## config.mk

```make
export PLATFORM = sky130hd
export DESIGN_NAME = websocket_frame_receiver
export DESIGN_NICKNAME = d
export VERILOG_FILES = /design/src/wsfr_pkg.sv /design/src/websocket_frame_receiver.sv
export SDC_FILE = /design/constraint.sdc
export NUM_CORES = 1
export LEC_CHECK = 0
export ABC_AREA = 1
export ABC_CLOCK_PERIOD_IN_PS = 12250
export CAP_MARGIN = 10
export CORE_AREA = 3 3 112 114
export CTS_BUF_LIST = sky130_fd_sc_hd__clkbuf_8
export CTS_CLUSTER_DIAMETER = 40
export DETAILED_ROUTE_END_ITERATION = 8
export DIE_AREA = 0 0 115 117
export DONT_BUFFER_PORTS = 1
export PLACE_DENSITY_LB_ADDON = 0.15
export SETUP_SLACK_MARGIN = 0.02
export SYNTH_ARGS = -nofsm -noshare
export SYNTH_HDL_FRONTEND = slang
export SYNTH_SLANG_ARGS = --single-unit
```

## constraint.sdc

```tcl
create_clock -name clk -period 12.25 [get_ports clk]
set_input_delay 0.6125 -clock clk [delete_from_list [all_inputs] [get_ports clk]]
set_output_delay 0.6125 -clock clk [all_outputs]
set_load 0.01 [all_outputs]
```

## src/wsfr_pkg.sv

```systemverilog
// ----------------------------------------------------------------------------
// wsfr_pkg
// shared types and constants for the websocket frame receiver
// ----------------------------------------------------------------------------
`default_nettype none

package wsfr_pkg;

  // width of the payload length accumulator and counter
  localparam int unsigned LenWidth = 16;

  // extended length selectors in the 7-bit length field
  localparam logic [6:0] LEN7_EXT16 = 7'd126;
  localparam logic [6:0] LEN7_EXT64 = 7'd127;

  // opcodes
  localparam logic [3:0] OP_CONT   = 4'h0;
  localparam logic [3:0] OP_TEXT   = 4'h1;
  localparam logic [3:0] OP_BINARY = 4'h2;
  localparam logic [3:0] OP_CLOSE  = 4'h8;
  localparam logic [3:0] OP_PING   = 4'h9;
  localparam logic [3:0] OP_PONG   = 4'hA;

  // result kinds
  localparam logic [1:0] KIND_DATA  = 2'd0;
  localparam logic [1:0] KIND_EMPTY = 2'd1;
  localparam logic [1:0] KIND_ERROR = 2'd2;

  // error codes
  localparam logic [2:0] ERR_RESERVED  = 3'd0;
  localparam logic [2:0] ERR_TOO_BIG   = 3'd1;
  localparam logic [2:0] ERR_UNSTARTED = 3'd2;
  localparam logic [2:0] ERR_NESTING   = 3'd3;
  localparam logic [2:0] ERR_NONFIN_CT = 3'd4;
  localparam logic [2:0] ERR_BAD_FRAG  = 3'd5;

  // header parse phase
  typedef enum logic [2:0] {
    PH_HDR0    = 3'd0,
    PH_HDR1    = 3'd1,
    PH_EXTLEN  = 3'd2,
    PH_MASK    = 3'd3,
    PH_PAYLOAD = 3'd4
  } phase_t;

  // one result item
  typedef struct packed {
    logic [2:0] error_code;
    logic       is_final;
    logic [3:0] frame_opcode;
    logic [7:0] payload_byte;
    logic [1:0] result_kind;
    logic       last_of_frame;
  } result_t;

  function automatic logic is_control(input logic [3:0] op);
    return (op == OP_CLOSE) || (op == OP_PING) || (op == OP_PONG);
  endfunction

endpackage

`default_nettype wire

```

## src/websocket_frame_receiver.sv

```systemverilog
// ----------------------------------------------------------------------------
// websocket_frame_receiver
// byte-wide frame deframer: header parse, unmasking, sequencing checks
// ----------------------------------------------------------------------------
// output: a result item is registered into the output register, or into the
//   one-item skid stage while the output register is full and not read
// throughput: one byte per cycle while the skid stage is empty; the
//   header/unmask logic is a single pass into the state and result registers
// reset: rst (synchronous) returns the parser to the first header byte,
//   clears the halt and the open-message flag, and sets max length to 65535
`default_nettype none

module websocket_frame_receiver (
  input  wire logic        clk,
  input  wire logic        rst,
  // configuration: max_frame_len
  input  wire logic        cfg_wr_en,
  input  wire logic [15:0] cfg_wr_data,
  // received byte stream
  input  wire logic        s_axis_tvalid,
  output      logic        s_axis_tready,
  input  wire logic [7:0]  s_axis_tdata,   // [7:0] rx_byte
  // result stream
  output      logic        m_axis_tvalid,
  input  wire logic        m_axis_tready,
  output      logic [15:0] m_axis_tdata,   // [7:0] payload_byte, [11:8] frame_opcode,
                                           // [12] is_final, [15:13] error_code
  output      logic        m_axis_tlast,   // last_of_frame
  output      logic [1:0]  m_axis_tuser    // [1:0] result_kind
);

  import wsfr_pkg::*;

  // configuration register
  logic [15:0] max_frame_len;

  // parser state
  phase_t              phase,          phase_next;
  logic [3:0]          opcode,         opcode_next;
  logic                final_flag,     final_flag_next;
  logic                masked,         masked_next;
  logic [LenWidth-1:0] length_accum,   length_accum_next;
  logic                len_ovf,        len_ovf_next;
  logic [2:0]          hdr_count,      hdr_count_next;
  logic [31:0]         mask_key,       mask_key_next;
  logic [LenWidth-1:0] payload_count,  payload_count_next;
  logic                in_message,     in_message_next;
  logic                halted,         halted_next;

  // output register and skid stage
  logic    out_valid, skid_valid;
  result_t out_res,   skid_res;

  logic    accept;
  logic    pop;
  logic    res_valid;
  result_t res;

  // working signals of the single pass
  logic [7:0]          b;
  logic                len_done;
  logic                hdr_done;
  logic                err_set;
  logic [2:0]          err_code;
  logic [7:0]          key_byte;
  logic [LenWidth-1:0] count_inc;

  assign b             = s_axis_tdata;
  assign s_axis_tready = !skid_valid;
  assign accept        = s_axis_tvalid && s_axis_tready;
  assign pop           = out_valid && m_axis_tready;

  // mask key byte chosen by payload index mod 4, first key byte in the top
  always_comb begin
    case (payload_count[1:0])
      2'd0:    key_byte = mask_key[31:24];
      2'd1:    key_byte = mask_key[23:16];
      2'd2:    key_byte = mask_key[15:8];
      default: key_byte = mask_key[7:0];
    endcase
  end

  assign count_inc = payload_count + LenWidth'(1);

  // ---------------------------------------------------------------------------
  // one pass over the accepted byte
  // ---------------------------------------------------------------------------
  always_comb begin
    phase_next         = phase;
    opcode_next        = opcode;
    final_flag_next    = final_flag;
    masked_next        = masked;
    length_accum_next  = length_accum;
    len_ovf_next       = len_ovf;
    hdr_count_next     = hdr_count;
    mask_key_next      = mask_key;
    payload_count_next = payload_count;
    in_message_next    = in_message;
    halted_next        = halted;

    len_done  = 1'b0;
    hdr_done  = 1'b0;
    err_set   = 1'b0;
    err_code  = ERR_RESERVED;
    res_valid = 1'b0;
    res       = '0;

    unique case (phase)
      PH_HDR1: begin
        masked_next  = b[7];
        len_ovf_next = 1'b0;
        if (b[6:0] < LEN7_EXT16) begin
          length_accum_next = LenWidth'(b[6:0]);
          len_done          = 1'b1;
        end else begin
          length_accum_next = '0;
          hdr_count_next    = (b[6:0] == LEN7_EXT64) ? 3'd7 : 3'd1;
          phase_next        = PH_EXTLEN;
        end
      end

      PH_EXTLEN: begin
        // anything shifted out past the accumulator means the frame is too big
        if (length_accum[LenWidth-1 -: 8] != 8'd0) begin
          len_ovf_next = 1'b1;
        end
        length_accum_next = {length_accum[LenWidth-9:0], b};
        if (hdr_count == 3'd0) begin
          len_done = 1'b1;
        end else begin
          hdr_count_next = hdr_count - 3'd1;
        end
      end

      PH_MASK: begin
        mask_key_next = {mask_key[23:0], b};
        if (hdr_count == 3'd0) begin
          hdr_done = 1'b1;
        end else begin
          hdr_count_next = hdr_count - 3'd1;
        end
      end

      PH_PAYLOAD: begin
        payload_count_next = count_inc;
        res_valid          = 1'b1;
        res.result_kind    = KIND_DATA;
        res.payload_byte   = b ^ key_byte;
        if (count_inc >= length_accum) begin
          res.last_of_frame = 1'b1;
          phase_next        = PH_HDR0;
        end
      end

      default: begin
        // first header byte; unused phase codes land here too
        opcode_next       = b[3:0];
        final_flag_next   = b[7];
        mask_key_next     = '0;
        masked_next       = 1'b0;
        length_accum_next = '0;
        len_ovf_next      = 1'b0;
        if (b[6:4] != 3'd0) begin
          err_set  = 1'b1;
          err_code = ERR_RESERVED;
        end else begin
          phase_next = PH_HDR1;
        end
      end
    endcase

    // length complete: limit check, then mask key or end of header
    if (len_done) begin
      if (len_ovf_next || (length_accum_next > LenWidth'(max_frame_len))) begin
        err_set  = 1'b1;
        err_code = ERR_TOO_BIG;
      end else if (masked_next) begin
        hdr_count_next = 3'd3;
        phase_next     = PH_MASK;
      end else begin
        hdr_done = 1'b1;
      end
    end

    // header complete: fragment sequencing
    if (hdr_done) begin
      if (!in_message) begin
        if (opcode_next == OP_CONT) begin
          err_set  = 1'b1;
          err_code = ERR_UNSTARTED;
        end else if (!final_flag_next) begin
          if ((opcode_next == OP_TEXT) || (opcode_next == OP_BINARY)) begin
            in_message_next = 1'b1;
          end else begin
            err_set  = 1'b1;
            err_code = ERR_BAD_FRAG;
          end
        end
      end else begin
        if (opcode_next == OP_CONT) begin
          if (final_flag_next) begin
            in_message_next = 1'b0;
          end
        end else if (final_flag_next) begin
          if (!is_control(opcode_next)) begin
            err_set  = 1'b1;
            err_code = ERR_NESTING;
          end
        end else begin
          err_set  = 1'b1;
          err_code = ERR_NONFIN_CT;
        end
      end

      if (!err_set) begin
        if (length_accum_next == '0) begin
          phase_next        = PH_HDR0;
          res_valid         = 1'b1;
          res.result_kind   = KIND_EMPTY;
          res.last_of_frame = 1'b1;
        end else begin
          payload_count_next = '0;
          phase_next         = PH_PAYLOAD;
        end
      end
    end

    // any error halts the block until reset
    if (err_set) begin
      halted_next       = 1'b1;
      phase_next        = PH_HDR0;
      res_valid         = 1'b1;
      res.result_kind   = KIND_ERROR;
      res.payload_byte  = 8'd0;
      res.last_of_frame = 1'b0;
      res.error_code    = err_code;
    end

    // opcode and final flag of the current frame go with every result
    res.frame_opcode = opcode_next;
    res.is_final     = final_flag_next;

    // a halted block swallows every byte
    if (halted) begin
      res_valid = 1'b0;
    end
  end

  // ---------------------------------------------------------------------------
  // configuration and parser state
  // ---------------------------------------------------------------------------
  always_ff @(posedge clk) begin
    if (rst) begin
      max_frame_len <= 16'hFFFF;
    end else if (cfg_wr_en) begin
      max_frame_len <= cfg_wr_data;
    end
  end

  always_ff @(posedge clk) begin
    if (rst) begin
      phase         <= PH_HDR0;
      opcode        <= '0;
      final_flag    <= 1'b0;
      masked        <= 1'b0;
      length_accum  <= '0;
      len_ovf       <= 1'b0;
      hdr_count     <= '0;
      mask_key      <= '0;
      payload_count <= '0;
      in_message    <= 1'b0;
      halted        <= 1'b0;
    end else if (accept && !halted) begin
      phase         <= phase_next;
      opcode        <= opcode_next;
      final_flag    <= final_flag_next;
      masked        <= masked_next;
      length_accum  <= length_accum_next;
      len_ovf       <= len_ovf_next;
      hdr_count     <= hdr_count_next;
      mask_key      <= mask_key_next;
      payload_count <= payload_count_next;
      in_message    <= in_message_next;
      halted        <= halted_next;
    end
  end

  // ---------------------------------------------------------------------------
  // output register with skid stage: input stalls only while a second result waits
  // ---------------------------------------------------------------------------
  always_ff @(posedge clk) begin
    if (rst) begin
      out_valid  <= 1'b0;
      skid_valid <= 1'b0;
    end else if (skid_valid) begin
      // input is held off; drain the skid item into the output register
      if (pop) begin
        out_valid  <= 1'b1;
        skid_valid <= 1'b0;
      end
    end else if (accept && res_valid) begin
      if (!out_valid || pop) begin
        out_valid <= 1'b1;
      end else begin
        skid_valid <= 1'b1;
      end
    end else if (pop) begin
      out_valid <= 1'b0;
    end
  end

  always_ff @(posedge clk) begin
    if (skid_valid) begin
      if (pop) begin
        out_res <= skid_res;
      end
    end else if (accept && res_valid) begin
      if (!out_valid || pop) begin
        out_res <= res;
      end else begin
        skid_res <= res;
      end
    end
  end

  assign m_axis_tvalid = out_valid;
  assign m_axis_tdata  = {out_res.error_code, out_res.is_final,
                          out_res.frame_opcode, out_res.payload_byte};
  assign m_axis_tlast  = out_res.last_of_frame;
  assign m_axis_tuser  = out_res.result_kind;

endmodule

`default_nettype wire
```

==> qor.csv <==
metric,value,unit
status,completed,
setup_tns,0,ns
drive_gt1_frac,0.05528,
clk_pin_slew,0.07,ns
dieWidth,115,um
synth_edf_count,38,
cp_max_fo,21,
cap_violations,0,
final_common_cell,nand2_1,
grt_max_degree,93,
clock_path_buffers,2,
regArea,3083,um^2
async_reset_ff_frac,0,
postCtsSetupBuffers,0,
dr.pass1.iters,5,
rows,39,
cts_resized,0,
cts_tree,yes,
timing.final.crit_share,0.3655,
ctsHoldBuffers,0,
ys_types,40,
clock_sinks,135,
root_buffer,clkbuf_8,
wire_per_inst,14.03,um
fin_worst_skew,0.01012,ns
grt_pass1_vias,5807,
routed_wl,16.21,mm
min_path_type,in -> reg,
leakagePower,3.555,nW
place_congestion,0.9178,
path_class,reg -> reg,
areaGrowthSynthToFinish,4.982,%
endpoint_kind,register,
synth_flop_cell,dfxtp_1,
die-area,13460,um^2
syn_area,7460,um^2
antennaDiodeCount,0,
via_per_inst,5.526,
slew_viol_final,0,
final_cell_mix,"nand2_1, inv_1, a21oi_1, dfxtp_1, o21ai_0",
syn_area_per_cell,7.271,um^2
grt_pass1_wl,27.15,mm
top_level_ports,50,
core_area,11520,um^2
post-route-min-period,4.478,ns
initial_core_util,0.6478,
first_iter_violations,481,
yosysWarnings,0,
max_slew_margin,0.3637,
antenna_left,0,
cts_buffers,17,
port_buffers,0,
grt-ovfl-total,0,
finalSetupViolations,0,
syn_inst,1026,
seq_area_frac_synth,0.4133,
antenna_found_initial,0,
multi_input_area,3636,um^2
fill_cells,995,
nets,1067,
drc_errors,0,
synth_seq_cells,135,
track_usage,0.2532,
timing_hold_violations_final,0,
dp_hpwl,11.28,mm
rsz0062_at_grt,no,
vias,6388,
peakVddDrop,0.07559,mV
worstPathRequired,12.32,ns
fin_ws,7.772,ns
worstMarginPinSlew,0.9485,ns
design_area,7831,um^2
clock_latency,0.45,ns
pwr_density_cell,117.9,nW/um^2
syn-num-nets,1093,
die_h,117,um
placed_area,7450,um^2
critPathLaunchType,register,
cp.arrival,4.55,ns
post-place-ws,7.833,ns
htreeDepth,4,
timing.fmax,223.3,MHz
critical path, stage by stage, from the launching register on:
cell and delay, ns:
dfxtp_1 0.48, nand3_2 0.46, nand2_2 0.44, inv_1 0.11, o21ai_0 0.37, ha_1 0.32, nand3_1 0.10, nor2_1 0.06
nand2_1 0.06, nand2_1 0.05, nand2_1 0.13, nand3_1 0.10, nand2_2 0.14, inv_2 0.09, nand2_1 0.09, nand2_1 0.11
nand3_2 0.12, nand3_1 0.11, a21oi_2 0.76
state kept, by name, summed over array words and instances, names as in the netlist:
name	flops
len_ovf	1
masked	1
m_axis_tuser	2
mask_key	32
m_axis_tvalid	1
length_accum	16
halted	1
opcode	4
payload_count	16
hdr_count	3
phase	3
skid_valid	1
m_axis_tlast	1
final_flag	1
max_frame_len	16
in_message	1
m_axis_tdata	16
skid_res	19
report_power, final:
group	switching [mW]	internal (mW)	total, mW	leakage (nW)
combinational	0.0526	0.0225	0.0751	2.19
clock	0.166	0.195	0.361	0.210
sequential	0.0101	0.478	0.488	1.16
stage by stage:
step	hold WS, ns	std cells	total power, mW	util
final	0.2666	1156	0.9233	0.6800
after global routing	0.2084	1156	0.9609	0.6800
after CTS	0.2115	1156	0.9283	0.6800
after detailed placement	0.4512	1124	0.5724	0.6469
after global placement	0.4481	1124	0.5715	0.6469
after floorplan	0.4346	1026	0.5600	-
Yosys cell counts, types with 2 or more instances:
cell type / count / area, um^2
nor3_1: 6 / 30.03
clkinv_1: 3 / 11.26
o21ai_0: 75 / 375.4
inv_2: 4 / 15.01
nand3_2: 5 / 50.05
dfxtp_1: 97 / 1942
nor2_4: 2 / 22.52
buf_1: 5 / 18.77
o221ai_1: 3 / 26.28
nand2_1: 247 / 927.1
nand3_1: 63 / 315.3
o211ai_1: 5 / 37.54
a21oi_1: 122 / 610.6
xnor2_1: 4 / 35.03
nand2_2: 9 / 56.30
buf_6: 4 / 45.04
inv_1: 136 / 510.5
edfxtp_1: 38 / 1141
buf_2: 5 / 25.02
nand4_1: 5 / 31.28
ha_1: 38 / 475.5
nor2_1: 66 / 247.7
o22ai_1: 7 / 43.79
o21ai_1: 7 / 35.03
xor2_1: 15 / 131.4
a31oi_1: 9 / 56.30
clkbuf_1: 32 / 120.1
o21ai_2: 2 / 17.52
cells by family (layout without fill, tap and decap cells):
family	Yosys count	count (layout)	synth area share
simple gates	406	406	0.2295
compound gates	238	238	0.1702
buf+inv	190	177	0.1010
flops	135	135	0.4133
fa+ha+maj	38	38	0.06374
xor+xnor	19	19	0.02231
path summary, 6_finish.rpt:
path | start | to | slack (ns) | cells after the start
worst max-delay path | phase[2] | m_axis_tdata[7] | 7.77 | 18
worst min-delay path | cfg_wr_en | max_frame_len[15] | 0.27 | 1
worst max register to register | phase[2] | m_axis_tdata[7] | 7.77 | 18
worst min register to register | max_frame_len[0] | max_frame_len[0] | 0.46 | 2
layer usage:
| layer | up-vias | global-route usage | part of all wire |
|---|---|---|---|
| li1 | 3299 | - | - |
| met2 | 156 | 0.4244 | 0.47 |
| met4 | 0 | 0.1095 | 0.029 |
| met1 | 2895 | 0.3194 | 0.45 |
| met5 | - | 0 | 0 |
| met3 | 38 | 0.04987 | 0.045 |
final cells by class:
| class | count | area share |
|---|---|---|
| Sequential cell | 135 | 0.3937 |
| Tap cell | 143 | 0.02285 |
| Inverter | 143 | 0.06854 |
| Multi-Input combinational cell | 701 | 0.4643 |
| Clock buffer | 17 | 0.02988 |
| Timing Repair Buffer | 2 | 0.001917 |
| Clock inverter | 15 | 0.01885 |
Note: power is estimated with default switching activity, not from simulation.
